File: config.mk
export PLATFORM = sky130hd
export DESIGN_NAME = oaids_ctrl
export DESIGN_NICKNAME = d
export VERILOG_FILES = /design/src/design/oaids_pkg.sv /design/src/design/oaids_ctrl.sv
export SDC_FILE = /design/constraint.sdc
export NUM_CORES = 1
export LEC_CHECK = 0
export ABC_AREA = 1
export BUFFER_PORTS_ARGS = -buffer_cell sky130_fd_sc_hd__buf_2
export CAP_MARGIN = 10
export CELL_PAD_IN_SITES_DETAIL_PLACEMENT = 1
export CELL_PAD_IN_SITES_GLOBAL_PLACEMENT = 2
export CORE_AREA = 3 3 194 196
export DETAILED_ROUTE_END_ITERATION = 7
export DIE_AREA = 0 0 197 199
export GPL_TIMING_DRIVEN = 0
export MAX_ROUTING_LAYER = met4
export PLACE_DENSITY = 0.84
export REMOVE_ABC_BUFFERS = 1
export SLEW_MARGIN = 20
export SYNTH_ARGS = -nofsm -noshare
export SYNTH_HDL_FRONTEND = slang
export SYNTH_SLANG_ARGS = --single-unit
File: constraint.sdc
create_clock -name clk_i -period 5.6 [get_ports clk_i]
set_clock_uncertainty 0.05 [all_clocks]
set_input_delay 0.84 -clock clk_i [delete_from_list [all_inputs] [get_ports clk_i]]
set_output_delay 0.84 -clock clk_i [all_outputs]
set_load 0.01 [all_outputs]
File: src/design/oaids_pkg.sv
// Shared types, codes and width helpers for the ordered word list block.
// Used by oaids_ram, oaids_ctrl and ordered_array_insert_delete_search.
// Has no dependencies of its own.
package oaids_pkg;

  // Default number of word slots in the list.
  localparam int unsigned CAPACITY_DEF = 256;

  // Fixed field widths of the stream items.
  localparam int unsigned POS_W   = 9;
  localparam int unsigned WORD_W  = 32;
  localparam int unsigned FOUND_W = 8;
  localparam int unsigned TOTAL_W = 9;
  localparam int unsigned ACT_W   = 3;
  localparam int unsigned STAT_W  = 3;

  // Action codes carried in the input word.
  typedef enum logic [ACT_W-1:0] {
    ACT_READ   = 3'd0,
    ACT_WRITE  = 3'd1,
    ACT_INSERT = 3'd2,
    ACT_DELETE = 3'd3,
    ACT_SEARCH = 3'd4
  } act_e;

  // Status codes returned with each result word.
  typedef enum logic [STAT_W-1:0] {
    ST_OK       = 3'd0,
    ST_EMPTY    = 3'd1,
    ST_FULL     = 3'd2,
    ST_RANGE    = 3'd3,
    ST_NOTFOUND = 3'd4
  } status_e;

  // Controller states.
  typedef enum logic [2:0] {
    S_IDLE,
    S_READ,
    S_INS,
    S_INS_LAST,
    S_DEL,
    S_SRCH,
    S_HOLD
  } state_e;

  // One result word.
  typedef struct packed {
    logic [TOTAL_W-1:0]       element_total;
    logic [FOUND_W-1:0]       found_position;
    logic signed [WORD_W-1:0] read_value;
    status_e                  status;
  } res_t;

  // Address width of a store with cap entries, at least one bit.
  function automatic int unsigned addr_w(int unsigned cap);
    return (cap > 1) ? $clog2(cap) : 1;
  endfunction

  // Width of a counter that holds 0 .. cap.
  function automatic int unsigned cnt_w(int unsigned cap);
    return $clog2(cap + 1);
  endfunction

endpackage

File: src/design/oaids_ctrl.sv
// Sequencer of the list: checks each action, walks the store for shifts and
// searches, keeps the word count and holds the result word for the receiver.
// Depends on oaids_pkg; drives the ports of oaids_ram.
module oaids_ctrl #(
  parameter  int unsigned CAPACITY = oaids_pkg::CAPACITY_DEF,
  localparam int unsigned AW       = oaids_pkg::addr_w(CAPACITY)
) (
  input  logic                                clk_i,
  input  logic                                rst_ni,
  input  logic                                in_valid_i,
  output logic                                in_ready_o,
  input  oaids_pkg::act_e                     in_action_i,
  input  logic [oaids_pkg::POS_W-1:0]         in_position_i,
  input  logic signed [oaids_pkg::WORD_W-1:0] in_operand_i,
  output logic                                out_valid_o,
  input  logic                                out_ready_i,
  output oaids_pkg::res_t                     out_res_o,
  output logic                                mem_we_o,
  output logic [AW-1:0]                       mem_waddr_o,
  output logic [oaids_pkg::WORD_W-1:0]        mem_wdata_o,
  output logic                                mem_re_o,
  output logic [AW-1:0]                       mem_raddr_o,
  input  logic [oaids_pkg::WORD_W-1:0]        mem_rdata_i
);
  import oaids_pkg::*;

  localparam int unsigned CW = cnt_w(CAPACITY);
  localparam int unsigned XW = (CW > POS_W) ? CW : POS_W;

  state_e             state_q, state_d;
  logic [CW-1:0]      count_q, count_d;
  logic [AW-1:0]      ptr_q, ptr_d;
  logic [AW-1:0]      pos_q, pos_d;
  logic [WORD_W-1:0]  val_q, val_d;
  res_t               res_q, res_d;
  logic               ovalid_q, ovalid_d;
  res_t               odata_q, odata_d;

  logic [XW-1:0]      pos_x, cnt_x, ptr_x, cntd_x;
  logic [CW-1:0]      cnt_m1;
  logic [AW-1:0]      pos_a, last_idx;
  logic               empty, full, out_free, oload;
  logic               fin;
  status_e            fin_st;
  logic [WORD_W-1:0]  fin_rd;
  logic               fin_found;
  res_t               fin_res;

  // Index arithmetic shared by all actions.
  assign pos_x    = XW'(in_position_i);
  assign cnt_x    = XW'(count_q);
  assign ptr_x    = XW'(ptr_q);
  assign cntd_x   = XW'(count_d);
  assign pos_a    = pos_x[AW-1:0];
  assign cnt_m1   = count_q - CW'(1);
  assign last_idx = cnt_m1[AW-1:0];
  assign empty    = (count_q == '0);
  assign full     = (count_q == CW'(CAPACITY));
  assign out_free = !ovalid_q || out_ready_i;

  assign in_ready_o = (state_q == S_IDLE);

  // Next state, store accesses and result assembly.
  always_comb begin
    state_d     = state_q;
    count_d     = count_q;
    ptr_d       = ptr_q;
    pos_d       = pos_q;
    val_d       = val_q;
    res_d       = res_q;
    mem_re_o    = 1'b0;
    mem_raddr_o = ptr_q;
    mem_we_o    = 1'b0;
    mem_waddr_o = ptr_q;
    mem_wdata_o = mem_rdata_i;
    fin         = 1'b0;
    fin_st      = ST_OK;
    fin_rd      = '0;
    fin_found   = 1'b0;
    oload       = 1'b0;
    odata_d     = odata_q;

    unique case (state_q)
      S_IDLE: begin
        if (in_valid_i) begin
          pos_d = pos_a;
          val_d = in_operand_i;
          unique case (in_action_i)
            ACT_READ: begin
              if (empty) begin
                fin    = 1'b1;
                fin_st = ST_EMPTY;
              end else if (pos_x >= cnt_x) begin
                fin    = 1'b1;
                fin_st = ST_RANGE;
              end else begin
                mem_re_o    = 1'b1;
                mem_raddr_o = pos_a;
                state_d     = S_READ;
              end
            end
            ACT_WRITE: begin
              fin = 1'b1;
              if (empty) begin
                fin_st = ST_EMPTY;
              end else if (pos_x >= cnt_x) begin
                fin_st = ST_RANGE;
              end else begin
                mem_we_o    = 1'b1;
                mem_waddr_o = pos_a;
                mem_wdata_o = in_operand_i;
              end
            end
            ACT_INSERT: begin
              if (full) begin
                fin    = 1'b1;
                fin_st = ST_FULL;
              end else if (pos_x > cnt_x) begin
                fin    = 1'b1;
                fin_st = ST_RANGE;
              end else if (pos_x == cnt_x) begin
                // Append at the end: no words to move.
                mem_we_o    = 1'b1;
                mem_waddr_o = pos_a;
                mem_wdata_o = in_operand_i;
                count_d     = count_q + CW'(1);
                fin         = 1'b1;
              end else begin
                mem_re_o    = 1'b1;
                mem_raddr_o = last_idx;
                ptr_d       = last_idx;
                state_d     = S_INS;
              end
            end
            ACT_DELETE: begin
              if (empty) begin
                fin    = 1'b1;
                fin_st = ST_EMPTY;
              end else if (pos_x >= cnt_x) begin
                fin    = 1'b1;
                fin_st = ST_RANGE;
              end else if (pos_a == last_idx) begin
                // Removing the last word only shortens the list.
                count_d = count_q - CW'(1);
                fin     = 1'b1;
              end else begin
                mem_re_o    = 1'b1;
                mem_raddr_o = pos_a + AW'(1);
                ptr_d       = pos_a + AW'(1);
                state_d     = S_DEL;
              end
            end
            ACT_SEARCH: begin
              if (empty) begin
                fin    = 1'b1;
                fin_st = ST_NOTFOUND;
              end else begin
                mem_re_o    = 1'b1;
                mem_raddr_o = '0;
                ptr_d       = '0;
                state_d     = S_SRCH;
              end
            end
            default: begin
              fin = 1'b1;
            end
          endcase
        end
      end

      S_READ: begin
        fin    = 1'b1;
        fin_rd = mem_rdata_i;
      end

      // Move words up one place, from the top down to the insert position.
      S_INS: begin
        mem_we_o    = 1'b1;
        mem_waddr_o = ptr_q + AW'(1);
        mem_wdata_o = mem_rdata_i;
        if (ptr_q == pos_q) begin
          state_d = S_INS_LAST;
        end else begin
          mem_re_o    = 1'b1;
          mem_raddr_o = ptr_q - AW'(1);
          ptr_d       = ptr_q - AW'(1);
        end
      end

      S_INS_LAST: begin
        mem_we_o    = 1'b1;
        mem_waddr_o = pos_q;
        mem_wdata_o = val_q;
        count_d     = count_q + CW'(1);
        fin         = 1'b1;
      end

      // Move words down one place, from above the delete position upward.
      S_DEL: begin
        mem_we_o    = 1'b1;
        mem_waddr_o = ptr_q - AW'(1);
        mem_wdata_o = mem_rdata_i;
        if (ptr_q == last_idx) begin
          count_d = count_q - CW'(1);
          fin     = 1'b1;
        end else begin
          mem_re_o    = 1'b1;
          mem_raddr_o = ptr_q + AW'(1);
          ptr_d       = ptr_q + AW'(1);
        end
      end

      // Compare one stored word a cycle against the key.
      S_SRCH: begin
        if (mem_rdata_i == val_q) begin
          fin       = 1'b1;
          fin_found = 1'b1;
        end else if (ptr_q == last_idx) begin
          fin    = 1'b1;
          fin_st = ST_NOTFOUND;
        end else begin
          mem_re_o    = 1'b1;
          mem_raddr_o = ptr_q + AW'(1);
          ptr_d       = ptr_q + AW'(1);
        end
      end

      S_HOLD: begin
        if (out_free) begin
          oload   = 1'b1;
          odata_d = res_q;
          state_d = S_IDLE;
        end
      end

      default: begin
        state_d = S_IDLE;
      end
    endcase

    // Finished action: hand the result to the output register or park it.
    fin_res.status         = fin_st;
    fin_res.read_value     = fin_rd;
    fin_res.found_position = fin_found ? ptr_x[FOUND_W-1:0] : '0;
    fin_res.element_total  = cntd_x[TOTAL_W-1:0];
    if (fin) begin
      if (out_free) begin
        oload   = 1'b1;
        odata_d = fin_res;
        state_d = S_IDLE;
      end else begin
        res_d   = fin_res;
        state_d = S_HOLD;
      end
    end

    ovalid_d = oload ? 1'b1 : (out_ready_i ? 1'b0 : ovalid_q);
  end

  // Control registers.
  always_ff @(posedge clk_i or negedge rst_ni) begin
    if (!rst_ni) begin
      state_q  <= S_IDLE;
      count_q  <= '0;
      ovalid_q <= 1'b0;
    end else begin
      state_q  <= state_d;
      count_q  <= count_d;
      ovalid_q <= ovalid_d;
    end
  end

  // Payload registers.
  always_ff @(posedge clk_i) begin
    ptr_q   <= ptr_d;
    pos_q   <= pos_d;
    val_q   <= val_d;
    res_q   <= res_d;
    odata_q <= odata_d;
  end

  assign out_valid_o = ovalid_q;
  assign out_res_o   = odata_q;

endmodule

==> results of run 1 <==
-- area by class of cell --
| class | instances | area (um^2) | area share [%] |
|---|---|---|---|
| sequential | 165 | 4369 | 31.56 |
| inverter | 175 | 669.4 | 4.836 |
| multi-input combinational | 1223 | 6461 | 46.68 |
| timing repair buffer | 194 | 1159 | 8.370 |
| tap | 468 | 585.6 | 4.230 |
| clock buffer | 18 | 429.2 | 3.100 |
| antenna | 6 | 15.01 | 0.1085 |
| clock inverter | 14 | 153.9 | 1.112 |
-- registers in the layout, indices dropped and copies added (netlist names) --
register / flops
out_res_o: 52
res_q: 52
val_q: 32
cnt_x: 9
pos_q: 8
ptr_q: 8
state_q: 3
out_valid_o: 1
-- cells by family (layout without fill, tap and decap cells) --
| family | after synthesis | in the layout | synth area share (%) |
|---|---|---|---|
| XOR/XNOR | 33 | 33 | 2.500 |
| buffers and inverters | 254 | 401 | 9.081 |
| flip-flops | 165 | 165 | 36.83 |
| other | 0 | 6 | 0 |
| multiplexers | 51 | 51 | 4.472 |
| AND/OR/NAND/NOR | 870 | 871 | 31.45 |
| AO/OA/AOI/OAI | 254 | 254 | 14.19 |
| adder cells (fa/ha/maj) | 14 | 14 | 1.477 |
-- per-layer routing --
metal  share of wire, %  wire (um)  vias to the layer above
met5                  0          0                        -
li1                   -          -                     5779
met4                1.6        760                        0
met1                 46      21910                     6029
met3                5.6       2698                       52
met2                 47      22670                      370
-- through the flow --
| stage | total power [mW] | util [%] | setup WS (ps) | setup TNS [ps] | cells |
|---|---|---|---|---|---|
| after floorplan | 4.999 | - | -912.1 | -48240 | 1562 |
| after global placement | 6.838 | 35.72 | -5909 | -744930 | 2213 |
| after detailed placement | 7.045 | 36.50 | 391.2 | 0 | 2224 |
| after CTS | 8.268 | 38.11 | 73.51 | 0 | 2256 |
| after global routing | 8.863 | 38.16 | 67.50 | 0 | 2261 |
| final | 8.256 | 38.17 | 350.3 | 0 | 2263 |
-- what timing repair did --
item                                   CTS  global route
endpoints found under the hold margin    0             0
setup endpoints to repair                0            33
gates resized for setup                  0             2
-- critical path: stages --
cell and delay [ps]:
buf_2 160, inv_1 100, nor3_1 390, clkinv_1 510
nand2_1 210, nand2_2 200, buf_12 240, inv_2 340
buf_12 270, o21ai_0 130, o31ai_1 490, nand4_1 210
buf_2 200
-- cell usage in the layout (no fill, tap or decap), drive strengths merged, types with 33 or more instances in the layout --
cell type / synthesis / layout
o21ai: 75 / 75
dfxtp: 52 / 52
inv: 170 / 179
mux2i: 35 / 35
nand2: 492 / 492
o211ai: 47 / 47
nand4: 33 / 33
nand3: 151 / 151
edfxtp: 100 / 100
a21oi: 58 / 58
nor2: 166 / 167
buf: 37 / 194
-- power breakdown --
group | switching [mW] | internal (mW) | leakage, nW
logic | 3.32 | 1.61 | 4.74
registers | 0.387 | 1.74 | 1.54
clock network | 0.571 | 0.634 | 0.280
-- final timing paths --
path / to / slack [ps]
worst min-delay path: out_valid_o / 250
worst max register to register: res_q[46] / 1620
worst max-delay path: mem_waddr_o[5] / 350
worst min register to register: out_res_o[50] / 470
max in group asynchronous: state_q[2] / 4960
min in group clk_i: out_res_o[50] / 470
==> run metrics, run 1 <==
met3 usage 3.963%; r2r startpoint cnt_x[4]; synthesis-to-layout area growth 16.69%; grt met2 use 41.21%; GRT Max-Usage Layer met2; fillers 4620; hold buffer count at CTS 0; # H-tree levels 4; Post-Synthesis Cells 1641; post-DR vias/cell 5.404; Synth top area share 25.31%; vias in the first global route 12.32k; final setup fails 0; Initial Util 32.72%; ys async rst share 7.879%; initial antenna violation count 4; crit path DAT 4360 ps; largest net degree at the start of global routing 45; CP required 4710 ps; Final nets 1870; num rows 70; Max-cap violations 0; Core ar. 36260 um^2; WL/cell 21.23 um; post-CTS setup buffer count 0; P per Cell Area 596.5 nW/um^2; yosys warns 0; die height 199 um; top cells by count, synth nand2_1, inv_1, nor2_1, nand3_1, edfxtp_1; Worst IR Drop VDD 0.2341 mV; WS Path Type primary input to output pin; Port Buf Inserts 183; die area 39200 um^2; period utilization 93.74%; Max-slew headroom 27.11%; CTS tree built; Slew @ Worst Pin 1091 ps; total number of vias 12.23k; ANT nets after route 0; cts bufs inserted 17; ratio of cells with drive above 1 in the final layout 19.56%; Slew Limit Fails 0; Worst setup EP type output pin; Final Instance Area 13840 um^2; DRC errors left 0; worst-path fanout max 30; Clk Latency, worst-skew pair 440 ps; TritonRoute pass-1 iters 5; Final Critical Period 5250 ps; Netlist cell types 53; Synth Area per Inst 7.229 um^2; Hold Vio Cnt, Final 0; Clock Tree Buf Depth 2; worst r2r path cells 16; Post-synth EDFFs 100; dominant cell type by area after synthesis edfxtp_1; register area share after synthesis 36.83%; routed wire length 48040 um; Die X 197 um; Hold Crit Class primary input to async pin; DR iter-0 viols 878; All-Layer GR Usage 24.89%; crit path launch in_action_i[0]; status finished clean; CTS Sinks 165; CTS Root Cell clkbuf_16; RSZ-0062 raised after global routing no; top cells by area, synth edfxtp_1, nand2_1, dfxtp_1; Reg clk slew, reported paths 70 ps; io pins 184; Mapped Area 11860 um^2; met1 usage 32.39%; Synth Register Bits 165; most common cell in the netlist nand2_1; Hold Slack 251.1 ps; Startpoint Class primary input; Max Clk Rate 190.5 MHz; ys flop type edfxtp_1; Lkg Pwr 6.555 nW; DP Wirelength 35230 um; grt ovf 0; DP Area 13240 um^2; global-route wire length before repair 73630 um; Final GP Congestion 0.9268
Note: power is estimated with default switching activity, not from simulation.
==> inputs of run 2 (changes only) <==
--- a/config.mk
+++ b/config.mk
@@ -10,9 +10,9 @@
 export CAP_MARGIN = 10
 export CELL_PAD_IN_SITES_DETAIL_PLACEMENT = 1
 export CELL_PAD_IN_SITES_GLOBAL_PLACEMENT = 2
-export CORE_AREA = 3 3 194 196
+export CORE_AREA = 2 2 193 195
 export DETAILED_ROUTE_END_ITERATION = 7
-export DIE_AREA = 0 0 197 199
+export DIE_AREA = 0 0 195 197
 export GPL_TIMING_DRIVEN = 0
 export MAX_ROUTING_LAYER = met4
 export PLACE_DENSITY = 0.84
==> run 2 against run 1 <==
  * The run now ends with DRC left
  * Worst hold slack got worse by 7.0 ps
  * Critical path depth fell by 1
  * Sequential cell count did not move
  * Sequential share of layout area barely moved
  * Setup slack got worse by 130 ps
  * Global-route usage rose by 0.69 points
  * Clock power barely moved
  * Core utilization barely moved
  * Via count barely moved
  * First-iteration DRC count rose by 2.2%
  * Register-to-register slack got worse by 140 ps
  * Largest cell class unchanged
==> run metrics, run 2 (synthesis gave the netlist of run 1 again) <==
status complete, but fails checks; failing checks DRC; largest net degree at the start of global routing 45; TritonRoute pass-1 iters 7; Die X 195 um; Hold Crit Class primary input to async pin; io pins 184; Worst setup EP type output pin; crit path DAT 4490 ps; CP required 4710 ps; CTS Root Cell clkbuf_16; grt ovf 0; DRC errors left 2; CP bufs+invs 6; period utilization 96.13%; leading cell type in the layout, fill and taps excluded nand2_1; Max-slew headroom 26.80%; Startpoint Class primary input; fin worst setup slack 216.6 ps; Hold Vio Cnt, Final 0; ratio of cells with drive above 1 in the final layout 19.62%; Most common cell on crit path buf_2; worst-path fanout max 27; WS Path Type primary input to output pin; cts bufs inserted 17; Top delay family on crit path buffers and inverters; critical path depth in cells 12; Core ar. 36260 um^2; Max Clk Rate 185.8 MHz; final setup fails 0; placed cell count 2224; crit-path cells buf_2, inv_1, nor3_1, clkinv_1, nand2_1, nand2_2, inv_2, buf_12, o21ai_0, o31ai_1, nand4_1, buf_2; Slew @ Worst Pin 1098 ps; All-Layer GR Usage 25.58%; vias in the first global route 12.28k; Power, Total 8.276 mW; final core occ 38.19%; post-place setup slack 351.7 ps; most frequent cells in the layout nand2_1, buf_2, inv_1; RSZ-0062 raised after global routing no; R2R setup slack 1480 ps; Slew Limit Fails 0; Crit-path slowest cell inv_2; Final GP Congestion 0.9034; WL/cell 21.19 um; DP Wirelength 34910 um; setup TNS 0 ps; P per Cell Area 597.6 nW/um^2; routed wire length 47890 um; # H-tree levels 4; hold buffer count at CTS 0; Finished Layout Cells 2260; Max-cap violations 0; Port Buf Inserts 183; CTS tree built; Reg clk slew, reported paths 70 ps; num rows 70; CTS Sinks 165; Final nets 1870; die area 38420 um^2; Lkg Pwr 6.572 nW; Clock Tree Buf Depth 2; Initial Util 32.72%; CP max stage delay 560 ps; Worst IR Drop VDD 0.2522 mV; die height 197 um; global-route wire length before repair 73600 um; worst r2r path cells 15; total number of vias 12.24k; ANT nets after route 0; Clk Latency, worst-skew pair 450 ps; Final Critical Period 5383 ps; synthesis-to-layout area growth 16.74%; post-CTS setup buffer count 0; DR iter-0 viols 897; post-DR vias/cell 5.414; initial antenna violation count 0
## run 2: cell count changes in the layout (fill, tap and decap cells not counted), sizes merged
cell / delta
diode: -3
inv: +1
clkinvlp: -2
clkinv: +1
## run 2: cell type report
class / count / area (um^2)
fillers: 4578 / 22410
repair buffers: 194 / 1159
well taps: 468 / 585.6
multi-input cells: 1223 / 6461
clock inverters: 14 / 157.7
diodes: 3 / 7.507
flip-flops and latches: 165 / 4369
clock buffers: 18 / 439.2
inverters: 175 / 669.4
## run 2: worst reg2reg max path, delay by kind of cell, from the launching register on
family / cells / cell delay [ps]
DFF: 1 / 720
buffers and inverters: 4 / 940
adders and majority gates: 1 / 580
and+or+nand+nor: 10 / 1520
## run 2: power breakdown
| group | internal, mW | switching [mW] | leakage (nW) |
|---|---|---|---|
| registers | 1.74 | 0.385 | 1.54 |
| clock network | 0.649 | 0.574 | 0.297 |
| logic | 1.61 | 3.33 | 4.74 |
| total | 3.99 | 4.28 | 6.57 |
## run 2: metrics by stage
stage / cell area (um^2) / hold WS (ps)
2_1_floorplan: 11450 / 423.7
3_3_place_gp: 12950 / 424.2
3_5_place_dp: 13240 / 446.8
4_1_cts: 13840 / 226.8
5_1_grt: 13840 / 242.2
6_report: 13850 / 244.1
## run 2: worst paths after layout
kind                             endpoint            from
max                        mem_waddr_o[5]  in_action_i[0]
min                           out_valid_o          rst_ni
max reg2reg                     res_q[29]        cnt_x[0]
min reg2reg                 out_res_o[51]   out_res_o[51]
max in group asynchronous        cnt_x[5]          rst_ni
min in group clk_i          out_res_o[51]   out_res_o[51]
## run 2: metal layers
layer / wire, um / vias to the layer above / part of all wire (%) / GRT usage (%)
li1: - / 5792 / - / -
met1: 22130 / 6022 / 46 / 34.10
met2: 22570 / 371 / 47 / 41.47
met3: 2532 / 50 / 5.3 / 3.542
met4: 649 / 0 / 1.4 / 5.570
met5: 0 / - / 0 / -
## run 2: timing repair
action,4_1_cts,5_1_grt
pin swaps,1,0
gates resized for setup,0,2
gates cloned,1,0
endpoints found under the setup margin,1,22
